==> src/design/btop_pkg.sv <==
// shared types and constants of the binomial tree option pricer
// used by the cell row, the sequencer and the top level; no dependencies
package btop_pkg;

  localparam int MAX_STEPS = 256;
  localparam int NODE_CNT  = MAX_STEPS + 1;
  localparam int CNT_W     = $clog2(MAX_STEPS + 1);
  localparam int VAL_W     = 48;
  localparam int HALF_W    = 24;
  localparam int FAC_W     = 32;
  localparam int PRB_W     = 31;
  localparam int PROD_W    = HALF_W + FAC_W;
  localparam int ACC_W     = VAL_W + FAC_W;
  localparam int FRAC_W    = 30;

  localparam logic [PRB_W-1:0] ONE_Q30 = PRB_W'(1) << FRAC_W;

  // operation broadcast to every cell in the same cycle
  typedef enum logic [3:0] {
    OP_HOLD,
    OP_LOAD,
    OP_MUL_HI,
    OP_MUL_LO,
    OP_PAYOFF,
    OP_BL_A,
    OP_BL_B,
    OP_BL_C,
    OP_BL_D
  } cell_op_t;

  typedef struct packed {
    cell_op_t              op;
    logic                  leaf;
    logic [CNT_W-1:0]      lim;
    logic [CNT_W-1:0]      ups;
    logic [FAC_W-1:0]      up_f;
    logic [FAC_W-1:0]      down_f;
    logic [PRB_W-1:0]      prob;
    logic [PRB_W-1:0]      qprob;
    logic [PRB_W-1:0]      disc;
    logic [VAL_W-1:0]      spot;
    logic [VAL_W-1:0]      strike;
    logic                  put;
  } cell_ctl_t;

endpackage

==> src/design/btop_seq.sv <==
// sequencer: takes one input word, steps the cell row through leaves, payoff and fold
// depends on btop_pkg; drives the broadcast control of all cells
module btop_seq (
  input  logic                         clk,
  input  logic                         rst_n,
  input  logic                         in_valid,
  output logic                         in_ready,
  input  logic [btop_pkg::VAL_W-1:0]   spot_price,
  input  logic [btop_pkg::VAL_W-1:0]   strike_price,
  input  logic                         is_put,
  input  logic [8:0]                   step_count,
  input  logic [btop_pkg::FAC_W-1:0]   up_factor,
  input  logic [btop_pkg::FAC_W-1:0]   down_factor,
  input  logic [btop_pkg::PRB_W-1:0]   up_probability,
  input  logic [btop_pkg::PRB_W-1:0]   step_discount,
  input  logic                         slot_free,
  output logic                         res_load,
  output btop_pkg::cell_ctl_t          ctl
);

  typedef enum logic [3:0] {
    S_IDLE, S_LOAD, S_LEAF_HI, S_LEAF_LO, S_PAY,
    S_BL_A, S_BL_B, S_BL_C, S_BL_D, S_DSC_HI, S_DSC_LO, S_DONE
  } seq_state_t;

  localparam logic [btop_pkg::CNT_W-1:0] MAX_N = btop_pkg::CNT_W'(btop_pkg::MAX_STEPS);
  localparam logic [btop_pkg::CNT_W-1:0] CNT_ONE = btop_pkg::CNT_W'(1);

  seq_state_t                  state_r;
  logic [btop_pkg::CNT_W-1:0]  n_r;
  logic [btop_pkg::CNT_W-1:0]  cnt_r;
  logic [btop_pkg::VAL_W-1:0]  spot_r;
  logic [btop_pkg::VAL_W-1:0]  strike_r;
  logic                        put_r;
  logic [btop_pkg::PRB_W-1:0]  p_r;
  logic [btop_pkg::PRB_W-1:0]  q_r;

  logic [btop_pkg::CNT_W-1:0]  n_clip;
  logic [btop_pkg::PRB_W-1:0]  p_clip;

  // clip step count and probability when a word is taken
  always_comb begin
    if (32'(step_count) > 32'(btop_pkg::MAX_STEPS)) begin
      n_clip = MAX_N;
    end else begin
      n_clip = btop_pkg::CNT_W'(step_count);
    end
    p_clip = (up_probability > btop_pkg::ONE_Q30) ? btop_pkg::ONE_Q30 : up_probability;
  end

  assign in_ready = (state_r == S_IDLE);
  assign res_load = (state_r == S_DONE) && slot_free;

  // state and counters
  always_ff @(posedge clk) begin
    if (!rst_n) begin
      state_r <= S_IDLE;
      cnt_r   <= '0;
      n_r     <= '0;
    end else begin
      unique case (state_r)
        S_IDLE: begin
          if (in_valid) begin
            spot_r   <= spot_price;
            strike_r <= strike_price;
            put_r    <= is_put;
            n_r      <= n_clip;
            cnt_r    <= n_clip;
            p_r      <= p_clip;
            q_r      <= btop_pkg::ONE_Q30 - p_clip;
            state_r  <= S_LOAD;
          end
        end
        S_LOAD: begin
          state_r <= (n_r == '0) ? S_PAY : S_LEAF_HI;
        end
        S_LEAF_HI: begin
          state_r <= S_LEAF_LO;
        end
        S_LEAF_LO: begin
          cnt_r   <= cnt_r - CNT_ONE;
          state_r <= (cnt_r == CNT_ONE) ? S_PAY : S_LEAF_HI;
        end
        S_PAY: begin
          cnt_r   <= n_r;
          state_r <= (n_r == '0) ? S_DONE : S_BL_A;
        end
        S_BL_A:   state_r <= S_BL_B;
        S_BL_B:   state_r <= S_BL_C;
        S_BL_C:   state_r <= S_BL_D;
        S_BL_D:   state_r <= S_DSC_HI;
        S_DSC_HI: state_r <= S_DSC_LO;
        S_DSC_LO: begin
          cnt_r   <= cnt_r - CNT_ONE;
          state_r <= (cnt_r == CNT_ONE) ? S_DONE : S_BL_A;
        end
        S_DONE: begin
          if (slot_free) begin
            state_r <= S_IDLE;
          end
        end
        default: state_r <= S_IDLE;
      endcase
    end
  end

  // broadcast control to the cell row
  always_comb begin
    ctl.op     = btop_pkg::OP_HOLD;
    ctl.leaf   = 1'b1;
    ctl.lim    = n_r;
    ctl.ups    = cnt_r;
    ctl.up_f   = up_factor;
    ctl.down_f = down_factor;
    ctl.prob   = p_r;
    ctl.qprob  = q_r;
    ctl.disc   = step_discount;
    ctl.spot   = spot_r;
    ctl.strike = strike_r;
    ctl.put    = put_r;
    unique case (state_r)
      S_LOAD:    ctl.op = btop_pkg::OP_LOAD;
      S_LEAF_HI: ctl.op = btop_pkg::OP_MUL_HI;
      S_LEAF_LO: ctl.op = btop_pkg::OP_MUL_LO;
      S_PAY:     ctl.op = btop_pkg::OP_PAYOFF;
      S_BL_A, S_BL_B, S_BL_C, S_BL_D, S_DSC_HI, S_DSC_LO: begin
        ctl.leaf = 1'b0;
        ctl.lim  = cnt_r;
        unique case (state_r)
          S_BL_A:   ctl.op = btop_pkg::OP_BL_A;
          S_BL_B:   ctl.op = btop_pkg::OP_BL_B;
          S_BL_C:   ctl.op = btop_pkg::OP_BL_C;
          S_BL_D:   ctl.op = btop_pkg::OP_BL_D;
          S_DSC_HI: ctl.op = btop_pkg::OP_MUL_HI;
          default:  ctl.op = btop_pkg::OP_MUL_LO;
        endcase
      end
      default: ctl.op = btop_pkg::OP_HOLD;
    endcase
  end

endmodule

==> config.mk <==
export PLATFORM = sky130hd
export DESIGN_NAME = btop_seq
export DESIGN_NICKNAME = d
export VERILOG_FILES = /design/src/design/btop_pkg.sv /design/src/design/btop_seq.sv
export SDC_FILE = /design/constraint.sdc
export NUM_CORES = 1
export LEC_CHECK = 0
export BUFFER_PORTS_ARGS = -buffer_cell sky130_fd_sc_hd__buf_2
export CAP_MARGIN = 0
export CORE_AREA = 8 8 194 196
export CTS_CLUSTER_SIZE = 8
export DETAILED_ROUTE_END_ITERATION = 7
export DIE_AREA = 0 0 202 204
export GPL_TIMING_DRIVEN = 0
export SETUP_SLACK_MARGIN = 0.05
export SLEW_MARGIN = 20
export SYNTH_ARGS = -nofsm -noshare
export SYNTH_HDL_FRONTEND = slang
export SYNTH_SLANG_ARGS = --single-unit
==> constraint.sdc <==
create_clock -name clk -period 13.5 [get_ports clk]
set_input_delay 1.35 -clock clk [delete_from_list [all_inputs] [get_ports clk]]
set_output_delay 1.35 -clock clk [all_outputs]
set_load 0.01 [all_outputs]
## Word-level counts from Yosys, hierarchy flattened

Index checks and enable logic that the tools add are counted.
Widths: inputs -> output; s select.

- Bits in registers: 181
- Latch bits: 0
- RAM bits: 0
- Memory bits (read-only): 0
- Output and inout bits: 279
- Memories: 0

- $add $sub $neg: 2
- $mul: 0
- Div/mod/pow operators: 0
- Order comparisons: 2
- Equality and inequality tests: 14
- Shift-type cells: 0
- Mux-type cells: 14
- Bitwise gates (word level): 0
- Reductions and logical operators: 10

Operator list:

| cell | count |
|---|---|
| $pmux 4 s12 | 1 |
| $pmux 4 s5 | 2 |
| $gt 31x31->1 const B | 1 |
| $mux 31 | 1 |
| $sub 31x31->31 const A | 1 |
| $pmux 9 s3 | 1 |
| $mux 9 | 2 |
| $eq 4x3->1 const B | 4 |
| $eq 4x4->1 const B | 4 |
| $mux 4 | 4 |
| $mux 10 | 1 |
| $eq 9x1->1 const B | 1 |
| $gt 9x9->1 const B | 1 |
| $logic_not 9->1 | 1 |
| $sub 9x1->9 const B | 1 |
| $eq 4x2->1 const B | 2 |
| $mux 3 | 2 |
| $reduce_and 2->1 | 3 |
| $reduce_or 6->1 | 1 |
| $eq 4x1->1 const B | 1 |
| $logic_not 4->1 | 1 |
| $ne 2x2->1 const B | 2 |
| $reduce_and 3->1 | 1 |
| $reduce_bool 3->1 | 1 |
| other kinds (2) | 2 |

## Depth between registers and ports, before layout

- Word-level depth: 4
- Gate-level depth with buffers: 9

## Least setup slack after synthesis

OpenSTA, ideal clock, no wires.

- Kind: input to register
- Start point: input port rst_n
- End point: register p_r[0] (netlist name), enable pin
- Setup time: 0.538 ns
- Arrival: 5.023 ns
- Required time: 12.962 ns
- Setup slack: 7.939 ns
- Cell stages on the path: 1
- Buffers on the path: 0
- Cells stage by stage: and3_1

- Longest elaborated chain between the ends: 1

RTL lines:

| item | line | text |
|---|---|---|
| from (decl) | btop_seq.sv:5 | `input logic rst_n,` |
| $reduce_and 3->1 (no line) | -- |  |
| to (signal assigned) | btop_seq.sv:69 | `p_r <= p_clip;` |
| to (decl) | btop_seq.sv:35 | `logic [btop_pkg::PRB_W-1:0] p_r;` |

No other way between the ends.
A chain may end at the register's enable or synchronous reset.

## Final worst setup path

- Start point: input port up_probability[30] (netlist name)
- End point: register q_r[18] (netlist name) (data pin)

- Longest elaborated chain between the ends: 3

RTL lines:

| item | line | text |
|---|---|---|
| from (decl) | btop_seq.sv:14 | `input logic [btop_pkg::PRB_W-1:0] up_probability,` |
| $gt 31x31->1 | btop_seq.sv:48 | `p_clip = (up_probability > btop_pkg::ONE_Q30) ? btop_pkg::ONE_Q30 : up_probability;` |
| $mux 31 | btop_seq.sv:48 |  |
| $sub 31x31->31 | btop_seq.sv:70 | `q_r <= btop_pkg::ONE_Q30 - p_clip;` |
| to (signal assigned) | btop_seq.sv:70 |  |
| to (decl) | btop_seq.sv:36 | `logic [btop_pkg::PRB_W-1:0] q_r;` |

No other way between the ends.

==> impl_metrics.yaml <==
logic_synthesis:
  synth_edf_count: 158
  yosysTopAreaCellShare_pct: 58.3
  ys_types: 67
  async_flop_share_pct: 0
  syn-cell-area_sq_um: 8140
  yosysSeqAreaShare_pct: 63.7
  synth_top_flop_cell: "edfxtp_1"
  yosys-top-cells-area: "edfxtp_1 (58%), buf_4 (8.9%), dfxtp_1 (5.4%)"
  yosysWarningCount: 0
  syn-num-nets: 865
  avgSynthCellArea_sq_um: 13.0
  synth_seq_cells: 180
  netlist_instances: 626
  synth_top_area_cell: "edfxtp_1"
power_and_ir_drop:
  power_mw: 1.86
  power_density_nw_per_um2: 162
  power_frac_clock_pct: 26.5
  p_int_mw: 1.22
  pwr-share-seq_pct: 42.4
  irDropWorstVdd_uv: 84.6
  switchingPower_mw: 0.640
  leakage_nw: 4.87
  swShare_pct: 34.4
  combPwrFrac_pct: 31.1
global_routing:
  grt_pass1_vias: 7157
  grt.met1_usage_pct: 15.0
  grt_antenna_before_repair: 12
  top_usage_layer: "met2"
  grt_overflow: 0
  met3_usage_pct: 6.69
  grt_max_degree: 50
  grt.total_usage_pct: 16.3
  grt_pass1_wl_um: 49100
  use_met2_pct: 32.8
worst_setup_path:
  arrival_ns: 4.39
  startpoint_type: "input pin"
  crit_chain: "buf_2 > clkbuf_1 > clkbuf_1 > nand2b_1 > ha_1 > clkbuf_1 > clkbuf_1 > o22ai_1"
  critPathMostFrequentCell: "clkbuf_1"
  cpMaxStageDelayCell: "clkbuf_1"
  path_delay_family: "buffers and inverters"
  critPathBufInv: 5
  crit_type: "in2reg"
  cp-end-kind: "flop"
  slowest_delay_ns: 0.57
  critPathMaxFanout: 10
  worstPathRequired_ns: 13.65
drt:
  routed_wl_um: 35200
  wl_per_cell_um: 22.8
  postRouteAntennaNets: 0
  drc_errors: 0
  drt-initial-drc-count: 387
  drtPass1Iterations: 5
  via_count: 6697
  via_per_inst: 4.34
min_path:
  hold_class: "reg2reg"
floorplan:
  core_area_sq_um: 34800
  die_x_um: 202
  dieHeight_um: 204
  fp.dieArea_sq_um: 41200
  std_cell_rows: 69
  ioPinCount: 515
  start_util_pct: 23.4
cts:
  cts_tree: "yes"
  cts_hold_buf: 0
  clk_latency_ns: 0.44
  cts.sinks: 180
  cts_htree_levels: 4
  numCtsBuffers: 17
  cts_setup_buffers: 0
  clock_path_buffers: 2
  clockRootBuffer: "clkbuf_16"
  clkTransAtPathRegs_ns: 0.08
  postCtsResizedCells: 0
finish:
  fin_nets: 1305
  final_cell_mix: "buf_2 (422), edfxtp_1 (158), buf_4 (97), nor2_1 (38), nand2_1 (31)"
  final_common_cell: "buf_2"
  area_growth_syn_to_layout_pct: 40.7
  stdcell_count: 1543
  drive_gt1_share_pct: 54.5
timing:
  worst_clock_skew_ns: 0.00874
  final-setup-viol-count: 0
  fmax_mhz: 236
  fin_crit_ns: 4.23
  hold_viol: 0
  tns_ns: 0
  worstMarginPinSlew_ns: 0.979
  fin_crit_sh_pct: 31.4
  relSlewSlack_pct: 34.1
  rsz0062_at_grt: "false"
  slew_viol_final: 0
place:
  numPlacedInstances: 1508
  numPortBuffers: 418
  dpl.hpwl_um: 29800
  gp_congestion: 0.852
run_status:
  outcome: "complete, no violations"
job:
  maxCapViolations: 0
-- cell usage after synthesis (7+ instances only) --
cell      count
a21oi_1      22
and2_1       17
and3_1        7
buf_4        97
clkbuf_1     15
dfxtp_1      22
edfxtp_1    158
inv_1        11
mux2_2       12
nand2_1      31
nand3_1      11
nor2_1       38
nor2b_1      24
nor3_1       12
nor4_1       15
o21ai_0      21
o22ai_1       8
xor2_1       10
-- final cells by class --
type                    instances  area, sq um
fillers                      3558        23300
flip-flops and latches        180         5180
repair buffers                421         2160
multi-input cells             315         2090
plain buffers                 120          836
well taps                     461          577
clock buffers                  18          429
clock inverters                14          140
inverters                      11         41.3
diodes                          3         7.51
-- state kept, by name, indices dropped and copies added (netlist names) --
| register | count |
|---|---|
| n_r | 9 |
| p_r | 31 |
| spot_r | 48 |
| q_r | 30 |
| strike_r | 48 |
| cnt_r | 9 |
| state_r | 4 |
| put_r | 1 |
-- worst reg2reg max path, stage by stage, from the launching register on --
cell	delay, ns
dfxtp_1	0.37
nor4_1	0.85
and3_4	0.72
buf_16	0.34
buf_12	0.27
-- logic make-up (layout without fill, tap and decap cells) --
family          after synthesis  in the layout  share of synthesized area (%)
flops                       180            180                           63.7
mux                          17             17                           2.32
simple gates                185            185                           13.2
compound gates               96             96                           8.05
other cells                   0              3                              0
buf+inv                     131            584                           10.8
fa+ha+maj                     3              3                          0.461
xor+xnor                     14             14                           1.51
-- routing by layer --
metal / up-vias / wire length [um]
met5: - / 0
met4: 0 / 405
met3: 36 / 3260
met2: 384 / 19900
met1: 3180 / 11600
li1: 3097 / -
-- per-stage QoR --
step	hold slack, ns	cell area (sq um)	util [%]	setup slack, ns
global route	0.555	11500	32.9	9.03
detailed placement	0.508	10900	31.3	8.64
global placement	0.493	10800	31.1	5.90
finish	0.528	11500	32.9	9.27
CTS	0.525	11500	32.9	9.13
floorplan	0.468	8140	-	7.94
-- power by group through the flow --
stage	Sequential [mW]	Clock (mW)	Combinational (mW)
after floorplan	0.861	0	0.269
after global placement	0.830	0	0.572
after detailed placement	0.801	0	0.589
after CTS	0.789	0.509	0.590
after global routing	0.800	0.528	0.637
final	0.788	0.492	0.578
-- path summary, 6_finish.rpt --
path	endpoint	cells past startpoint	start	slack (ns)
min	n_r[8]	2	n_r[8]	0.53
min reg2reg	n_r[8]	2	n_r[8]	0.53
max	q_r[18]	8	up_probability[30]	9.27
max reg2reg	spot_r[28]	4	state_r[1]	10.62
Note: power is estimated with default switching activity, not from simulation.
