===== config.mk =====
export PLATFORM = sky130hd
export DESIGN_NAME = btop_cell
export DESIGN_NICKNAME = d
export VERILOG_FILES = /design/src/design/btop_pkg.sv /design/src/design/btop_cell.sv
export SDC_FILE = /design/constraint.sdc
export NUM_CORES = 2
export LEC_CHECK = 0
export ABC_AREA = 1
export ABC_CLOCK_PERIOD_IN_PS = 17600
export BUFFER_PORTS_ARGS = -buffer_cell sky130_fd_sc_hd__buf_4
export CAP_MARGIN = 40
export CELL_PAD_IN_SITES_DETAIL_PLACEMENT = 1
export CELL_PAD_IN_SITES_GLOBAL_PLACEMENT = 1
export CORE_AREA = 5 5 314 316
export DETAILED_ROUTE_END_ITERATION = 16
export DIE_AREA = 0 0 319 321
export HOLD_SLACK_MARGIN = 0.02
export PLACE_DENSITY_LB_ADDON = 0.1
export SKIP_LAST_GASP = 1
export SLEW_MARGIN = 20
export SYNTH_ARGS = -nofsm -noshare
export SYNTH_HDL_FRONTEND = slang
export SYNTH_SLANG_ARGS = --single-unit

===== constraint.sdc =====
create_clock -name clk -period 17.6 [get_ports clk]
set_clock_uncertainty 0.15 [all_clocks]
set_input_delay 2.64 -clock clk [delete_from_list [all_inputs] [get_ports clk]]
set_output_delay 2.64 -clock clk [all_outputs]
set_load 0.02 [all_outputs]

===== src/design/btop_pkg.sv =====
// shared types and constants of the binomial tree option pricer
// used by the cell row, the sequencer and the top level; no dependencies
package btop_pkg;

  localparam int MAX_STEPS = 256;
  localparam int NODE_CNT  = MAX_STEPS + 1;
  localparam int CNT_W     = $clog2(MAX_STEPS + 1);
  localparam int VAL_W     = 48;
  localparam int HALF_W    = 24;
  localparam int FAC_W     = 32;
  localparam int PRB_W     = 31;
  localparam int PROD_W    = HALF_W + FAC_W;
  localparam int ACC_W     = VAL_W + FAC_W;
  localparam int FRAC_W    = 30;

  localparam logic [PRB_W-1:0] ONE_Q30 = PRB_W'(1) << FRAC_W;

  // operation broadcast to every cell in the same cycle
  typedef enum logic [3:0] {
    OP_HOLD,
    OP_LOAD,
    OP_MUL_HI,
    OP_MUL_LO,
    OP_PAYOFF,
    OP_BL_A,
    OP_BL_B,
    OP_BL_C,
    OP_BL_D
  } cell_op_t;

  typedef struct packed {
    cell_op_t              op;
    logic                  leaf;
    logic [CNT_W-1:0]      lim;
    logic [CNT_W-1:0]      ups;
    logic [FAC_W-1:0]      up_f;
    logic [FAC_W-1:0]      down_f;
    logic [PRB_W-1:0]      prob;
    logic [PRB_W-1:0]      qprob;
    logic [PRB_W-1:0]      disc;
    logic [VAL_W-1:0]      spot;
    logic [VAL_W-1:0]      strike;
    logic                  put;
  } cell_ctl_t;

endpackage


===== src/design/btop_cell.sv =====
// one tree node cell: holds a node value, its saturation flag and a partial product sum
// depends on btop_pkg; reads the value of the next cell up the row
module btop_cell (
  input  logic                         clk,
  input  btop_pkg::cell_ctl_t          ctl,
  input  logic [btop_pkg::CNT_W-1:0]   cell_idx,
  input  logic [btop_pkg::VAL_W-1:0]   nbr_value,
  input  logic                         nbr_sat,
  output logic [btop_pkg::VAL_W-1:0]   node_value,
  output logic                         node_sat
);

  logic [btop_pkg::VAL_W-1:0]  value_r, value_nxt;
  logic [btop_pkg::ACC_W-1:0]  acc_r, acc_nxt;
  logic                        sat_r, sat_nxt;

  logic                        active;
  logic [btop_pkg::FAC_W-1:0]  mul_factor;
  logic [btop_pkg::HALF_W-1:0] op_a;
  logic [btop_pkg::FAC_W-1:0]  op_b;
  logic                        hi_sel;
  logic [btop_pkg::PROD_W-1:0] prod;
  logic [btop_pkg::ACC_W-1:0]  prod_ext;
  logic [btop_pkg::ACC_W-1:0]  sum;
  logic [btop_pkg::VAL_W-1:0]  payoff;

  // which cells take part: leaves 0..N, fold nodes below the level
  always_comb begin
    if (ctl.leaf) begin
      active = (cell_idx <= ctl.lim);
    end else begin
      active = (cell_idx < ctl.lim);
    end
    if (ctl.leaf) begin
      mul_factor = (cell_idx < ctl.ups) ? ctl.up_f : ctl.down_f;
    end else begin
      mul_factor = btop_pkg::FAC_W'(ctl.disc);
    end
  end

  // operand selection for the shared partial product multiplier
  always_comb begin
    op_a   = value_r[btop_pkg::HALF_W-1:0];
    op_b   = mul_factor;
    hi_sel = 1'b0;
    unique case (ctl.op)
      btop_pkg::OP_MUL_HI: begin
        op_a   = value_r[btop_pkg::VAL_W-1:btop_pkg::HALF_W];
        hi_sel = 1'b1;
      end
      btop_pkg::OP_BL_A: begin
        op_a   = value_r[btop_pkg::VAL_W-1:btop_pkg::HALF_W];
        op_b   = btop_pkg::FAC_W'(ctl.prob);
        hi_sel = 1'b1;
      end
      btop_pkg::OP_BL_B: begin
        op_a   = nbr_value[btop_pkg::VAL_W-1:btop_pkg::HALF_W];
        op_b   = btop_pkg::FAC_W'(ctl.qprob);
        hi_sel = 1'b1;
      end
      btop_pkg::OP_BL_C: begin
        op_b   = btop_pkg::FAC_W'(ctl.prob);
      end
      btop_pkg::OP_BL_D: begin
        op_a   = nbr_value[btop_pkg::HALF_W-1:0];
        op_b   = btop_pkg::FAC_W'(ctl.qprob);
      end
      default: begin
      end
    endcase
  end

  // partial product, aligned and added to the running sum
  always_comb begin
    prod = btop_pkg::PROD_W'(op_a) * btop_pkg::PROD_W'(op_b);
    if (hi_sel) begin
      prod_ext = btop_pkg::ACC_W'(prod) << btop_pkg::HALF_W;
    end else begin
      prod_ext = btop_pkg::ACC_W'(prod);
    end
    sum = acc_r + prod_ext;
  end

  // call or put payoff against the strike
  always_comb begin
    if (ctl.put) begin
      payoff = (ctl.strike > value_r) ? (ctl.strike - value_r) : '0;
    end else begin
      payoff = (value_r > ctl.strike) ? (value_r - ctl.strike) : '0;
    end
  end

  // next state of the cell
  always_comb begin
    value_nxt = value_r;
    acc_nxt   = acc_r;
    sat_nxt   = sat_r;
    unique case (ctl.op)
      btop_pkg::OP_HOLD: begin
      end
      btop_pkg::OP_LOAD: begin
        value_nxt = ctl.spot;
        sat_nxt   = 1'b0;
      end
      btop_pkg::OP_MUL_HI, btop_pkg::OP_BL_A: begin
        if (active) begin
          acc_nxt = prod_ext;
        end
      end
      btop_pkg::OP_BL_B, btop_pkg::OP_BL_C: begin
        if (active) begin
          acc_nxt = sum;
        end
      end
      btop_pkg::OP_MUL_LO: begin
        if (active) begin
          if (sum[btop_pkg::ACC_W-1:btop_pkg::VAL_W+btop_pkg::FRAC_W] != '0) begin
            value_nxt = '1;
            sat_nxt   = 1'b1;
          end else begin
            value_nxt = sum[btop_pkg::VAL_W+btop_pkg::FRAC_W-1:btop_pkg::FRAC_W];
          end
        end
      end
      btop_pkg::OP_BL_D: begin
        if (active) begin
          value_nxt = sum[btop_pkg::VAL_W+btop_pkg::FRAC_W-1:btop_pkg::FRAC_W];
          sat_nxt   = sat_r | nbr_sat;
        end
      end
      btop_pkg::OP_PAYOFF: begin
        if (active) begin
          value_nxt = payoff;
        end
      end
      default: begin
      end
    endcase
  end

  always_ff @(posedge clk) begin
    value_r <= value_nxt;
    acc_r   <= acc_nxt;
    sat_r   <= sat_nxt;
  end

  assign node_value = value_r;
  assign node_sat   = sat_r;

endmodule


Word level (Yosys, flattened, before mapping):

Index checks and enable logic that the tools add are counted.
Widths: inputs -> output; s select.

* flip-flop bits (word level): 129
* input bits: 336
* output and inout port bits: 49

* add/subtract/negate cells: 3
* multiply operators: 1
* order comparisons: 5
* equality and inequality tests: 14
* mux-type cells: 22
* bitwise gates (word level): 1
* reductions and logical operators: 12

Operators with widths (number)
* $mux 48: 7
* $mux 80: 3
* $pmux 48 s4: 1
* $pmux 80 s2: 1
* $gt 48x48->1: 2
* $sub 48x48->48: 2
* $add 80x80->80: 1
* $pmux 24 s3: 1
* $mux 32: 2
* $pmux 32 s2: 1
* $mul 24x32->56: 1
* $lt 9x9->1: 2
* $eq 4x3->1 const B: 4
* $ne 2x2->1 const B: 5
* $le 9x9->1: 1
* $eq 4x2->1 const B: 2
* $reduce_and 4->1: 2
* $reduce_or 2->1: 4
* $mux 1: 5
* $eq 4x1->1 const B: 1
* $eq 4x4->1 const B: 1
* $reduce_bool 2->1: 2
* $reduce_bool 4->1: 1
* $pmux 1 s3: 1
* other kinds (5): 5

Longest topological paths before layout:

* word-level depth: 11
* mapped depth: 66

Least setup slack after synthesis:

No wires, ideal clock.

* path type: in2reg
* start point: input ctl[260] in the netlist's numbering
* end point: register value_r, in the netlist node_value[30] (data pin)
* setup time: 0.261 ns
* arrival: 11.600 ns
* data required time: 17.189 ns
* path slack: 5.589 ns
* stages on the path: 55
* path buffers: 4
* cell sequence: inv_1 ha_1 a21oi_1 o31a_1 nand3_1 inv_1 buf_2 nand2_1 nand3_1 o21ai_0 nand2_1 nand2_1 inv_2 buf_2 nand2_1 fa_1 inv_1 fa_1 (+19 left out) nand3_1 and2_1 ha_1 nand2_1 nor2_1 inv_1 nor2_1 inv_2 nor2_2 and2_1 nand4_1 nand3_2 xor2_2 buf_6 buf_8 nand3_2 nand2_1 nand3_1

* cells in the longest elaborated chain, start to end: 11
* elaborated cells between the ends (all ways): 12
* classes of those cells: add/sub: 1; mul: 1; order compare: 1; mux: 8; reduce/logical: 1

Ends and longest elaborated chain
* from (decl): RTL line btop_cell.sv:5 `input btop_pkg::cell_ctl_t ctl,`
* $lt 9x9->1 (*): RTL line btop_cell.sv:35 `mul_factor = (cell_idx < ctl.ups) ? ctl.up_f : ctl.down_f;`
* $mux 32 (*): RTL line btop_cell.sv:35
* $mux 32 (*): RTL line btop_cell.sv:34 `if (ctl.leaf) begin`
* $pmux 32 s2 (*): RTL line btop_cell.sv:46 `unique case (ctl.op)`
* $mul 24x32->56 (*): RTL line btop_cell.sv:75 `prod = btop_pkg::PROD_W'(op_a) * btop_pkg::PROD_W'(op_b);`
* $mux 80 (*): RTL line btop_cell.sv:76 `if (hi_sel) begin`
* $add 80x80->80 (*): RTL line btop_cell.sv:81 `sum = acc_r + prod_ext;`
* $reduce_bool 2->1: RTL line btop_cell.sv:117 `if (sum[btop_pkg::ACC_W-1:btop_pkg::VAL_W+btop_pkg::FRAC_W] != '0) begin`
* $mux 48: RTL line btop_cell.sv:117
* $mux 48: RTL line btop_cell.sv:116 `if (active) begin`
* $pmux 48 s4 (*): RTL line btop_cell.sv:98 `unique case (ctl.op)`
* net value_nxt (one bit): RTL line btop_cell.sv:13 `logic [btop_pkg::VAL_W-1:0] value_r, value_nxt;`
* to (signal assigned): RTL line btop_cell.sv:142 `value_r <= value_nxt;`
* to (decl): RTL line btop_cell.sv:13

Mark *: on every way through the listed nets, which the timed path passes. The rest lies on a longest branch. The select of a mux whose other input is x is not followed.
A chain may end at the register's enable or synchronous reset.

Final worst setup path:

* start point: input ctl[275] in the netlist's numbering
* end point: register value_r, in the netlist node_value[33] (data pin)

* cells in the longest elaborated chain, start to end: 10
* elaborated cells between the ends (all ways): 23
* classes of those cells: add/sub: 1; mul: 1; eq/ne: 8; mux: 8; reduce/logical: 5

Ends and longest elaborated chain (RTL line)
* $eq 4x2->1 (tied with other cells): btop_cell.sv:46
* $reduce_or 2->1 (no source line)
* $pmux 24 s3 or $pmux 32 s2 (tied branches): btop_cell.sv:46
* $mul 24x32->56: btop_cell.sv:75
* $mux 80: btop_cell.sv:76
* $add 80x80->80: btop_cell.sv:81
* $reduce_bool 2->1: btop_cell.sv:117
* $mux 48: btop_cell.sv:117
* $mux 48: btop_cell.sv:116
* $pmux 48 s4 (*): btop_cell.sv:98
* net value_nxt (one bit): btop_cell.sv:13

Marks and branches as above.

==> results <==
- The cell sitting at the root of the clock tree is a sky130_fd_sc_hd__clkbuf_16.
- The layout-stage area growth over the synthesis result is 10.4%.
- The number of pins exceeding their max-slew limit in the final report came to 0.
- The path with the worst hold slack has its endpoint at node_sat$_DFFE_PP_.
- By count the netlist is led by sky130_fd_sc_hd__nand2_1, sky130_fd_sc_hd__inv_1, sky130_fd_sc_hd__nor2_1.
- After routing, the total negative slack on setup checks comes to 0 ns.
- The first routing iteration left about 5800 violations.
- The number of search-and-repair iterations in the first detailed-routing pass is 6.
- The post-detailed-routing wire length is 250 mm.
- The largest area contributor in the netlist is sky130_fd_sc_hd__fa_1.
- The main flop type after synthesis is sky130_fd_sc_hd__edfxtp_1.
- The quantity of gates resized following cts is 0.
- The clock transition at the registers of the reported paths is about 0.06 ns.
- In the global route stage, overall resource usage came out at approximately 47%.
- Counting the buffers created by CTS gives 17.
- The critical path required time is 17.65 ns.
- The largest net degree at the start of global routing is 81.
- The number of buffers between clock root and the deepest sink is 2.
- At the end of routability-driven placement, the weighted congestion stood at roughly 1.1.
- The summed area of non-filler cells in the final layout is approximately 52000 µm².
- The number of nets with antenna violations after routing is 0.
- The min-delay analysis places its worst path in the category flop to flop.
- The sum of net half-perimeters after detailed placement is roughly 210 mm.
- The die area is 102000 µm².
- The number of buffers added on ports is 384.
- The gate count after technology mapping is 6936.
- The most frequent cell on the critical path is sky130_fd_sc_hd__inv_1.
- The largest incremental delay on the critical path is 0.69 ns.
- Cells with a size suffix above 1 make up 9.18% of the layout.
- The run finished with clean final reports.
- The footprint of the flip-flops and latches is 3870 µm².
- The initial antenna violation count is 13.
- The number of cell rows is between 100 and 150.
- Summed over its instances, the top area cell type makes up 27.9% of the synthesized netlist area.
- Hold repair after CTS inserted 0 buffers.
- The buffers inserted during post-CTS setup optimization is 0.
- Ranked by total cell area, the synthesized netlist is headed by sky130_fd_sc_hd__fa_1, sky130_fd_sc_hd__nand2_1, sky130_fd_sc_hd__inv_1.
- The critical path arrival is 15.98 ns.
- STA classifies the critical path endpoint as a flop.
- The number of top-level design ports is 385.
- The shortest period the worst path allows is 15.93 ns.
- Measured in cells, the most critical reg-to-reg path has a length of 48.
- The die boundary height is 321 µm.
- The tightest slew margin relative to the limit is 32.4%.
- The most common cell in the netlist is sky130_fd_sc_hd__nand2_1.
- The worst setup path is launched from an input pin.
- Among cell families on the critical path, the largest total delay comes from adder cells.
- For this design, the sink count on the clock tree is 129.
- Counting flops and latches in the post-synthesis netlist gives 129.
- The total congestion overflow is 0.
- The overall via count from detail_route is 52100.
- The worst setup path is of the input pin to flop kind.
- The number of fillers in the final layout is between 10000 and 15000.
- The share of flip-flops with an asynchronous set or reset after synthesis is 0%.
- The tool flagged a number of max-cap violations equal to 0.
- The count of synthesis-stage warnings from yosys is 0.
- In the final design database the tool counted roughly 8600 nets.
- The initial core utilization is 49.5%.
- Dividing the synthesized area by the synthesized cell count gives 6.83 µm².
- Setup violations remaining at the end of the flow were counted as 0.
- The reg-to-reg startpoint is node_value[30]$_DFFE_PP_.
- The worst path buffer plus inverter count is 17.
- In this run the most critical hold path is launched from node_sat$_DFFE_PP_.
- The DRC violation count after routing is 0.
- Counting distinct cell types in the post-synthesis netlist gives 63.
- The area of the multi-input gates is 37200 µm².
- The sequential-to-total area share from yosys stat is 8.17%.
- The H-tree depth is 4.
- Dividing the detail-routed via count by the number of cells gives 6.13.
- The highest clock frequency the design can meet is 62.8 MHz.
- From left edge to right edge, the die measures 319 µm.
- Setup repair after global routing left no endpoint under its margin.
- The instance count along the most critical hold path is 2.
- The net count after synthesis is approximately 8300.
- Summing every instance area after synthesis gives around 47000 µm².
- The number of global-route vias before repair was about 55000.
- Counting flops with a built-in enable in the synthesized netlist gives 129.
- TritonCTS built the clock tree.
- The share of the clock period used by the worst path is 90.5%.
- The maximum net fanout on the critical path is 26.
- The internal reg-to-reg setup slack is 4.35 ns.
- The detail-routed net length per standard cell is 29.4 µm.
- In this run the cell area measured after placement is 51600 µm².
- The later pin in the worst-skew pair is clocked with a latency of roughly 0.47 ns.
- The slowest cell on the critical path is sky130_fd_sc_hd__fa_1.
- The final number of hold-violating endpoints is 0.
- The worst register-to-register path ends at node_value[33]$_DFFE_PP_.
- The core area is 95700 µm².
- For the pin with the worst max-slew slack, the measured transition is ~1 ns.
- The first-pass GRT wire length is 360 mm.
[sequential cells by signal, indices dropped and copies added (netlist names)]
register    flops
acc_r          80
node_sat        1
node_value     48
[area by class of cell]
class / count / area share, %
Timing Repair Buffer: 485 / 7.24
Tap cell: 1276 / 3.05
Multi-Input combinational cell: 5192 / 71.2
Clock inverter: 15 / 0.387
Clock buffer: 17 / 0.813
Sequential cell: 129 / 7.41
Inverter: 1370 / 9.84
Antenna cell: 11 / 0.0526
[metrics by stage]
step | cells | util [%] | setup slack, ns | hold WS (ns)
2_1_floorplan | 6936 | - | 5.59 | 0.474
3_3_place_gp | 8438 | 53.7 | 1.79 | 0.418
3_5_place_dp | 8449 | 53.9 | 1.71 | 0.440
4_1_cts | 8481 | 54.6 | 2.19 | 0.456
5_1_grt | 8485 | 54.6 | 1.32 | 0.520
6_report | 8495 | 54.7 | 1.67 | 0.468
[cells in the final DEF (no fill, tap or decap), drive strengths merged, types with 24 or more instances in the layout]
master  instances
a21oi         382
buf           485
edfxtp        129
fa            661
ha            374
inv          1372
nand2        1655
nand3         340
nand4          41
nor2          851
nor3           38
o211ai         24
o21ai         432
o21bai         25
xnor2          78
xor2           86
[cells by family after synthesis]
logic type	Yosys count	synth area share [%]
simple gates	2985	25.7
buf+inv	1615	13.5
fa+ha+maj	1035	37.8
compound gates	1006	11.8
xor+xnor	164	3.05
flops	129	8.17
mux	2	0.0422
[layer usage]
layer	global-route usage [%]	share of wire [%]	routed length [µm]
met5	0	0.0056	14
met4	31.5	8.3	20800
met3	15.0	12	30900
met2	70.8	42	105000
met1	58.9	37	92900
[how the worst max path moves through the flow]
stage	start	end	slack (ns)	cells after the start
5_1_grt	ctl[275]	node_value[45]$_DFFE_PP_	1.32	56
6_report	ctl[275]	node_value[33]$_DFFE_PP_	1.67	56
3_5_place_dp	ctl[275]	node_value[33]$_DFFE_PP_	1.71	55
4_1_cts	ctl[275]	node_value[33]$_DFFE_PP_	2.19	56
3_3_place_gp	ctl[275]	node_value[33]$_DFFE_PP_	1.79	56
2_1_floorplan	ctl[260]	node_value[30]$_DFFE_PP_	5.59	55
[tightest hold or removal path, cell delays in order, from the launching register on]
cell                       delay [ns]
sky130_fd_sc_hd__edfxtp_1        0.35
sky130_fd_sc_hd__o21ai_0         0.10
sky130_fd_sc_hd__nand2_1         0.07
Power is left out: the tool's default activity adds up to more than one toggle a clock period on the data nets, which glitch-free logic cannot reach.
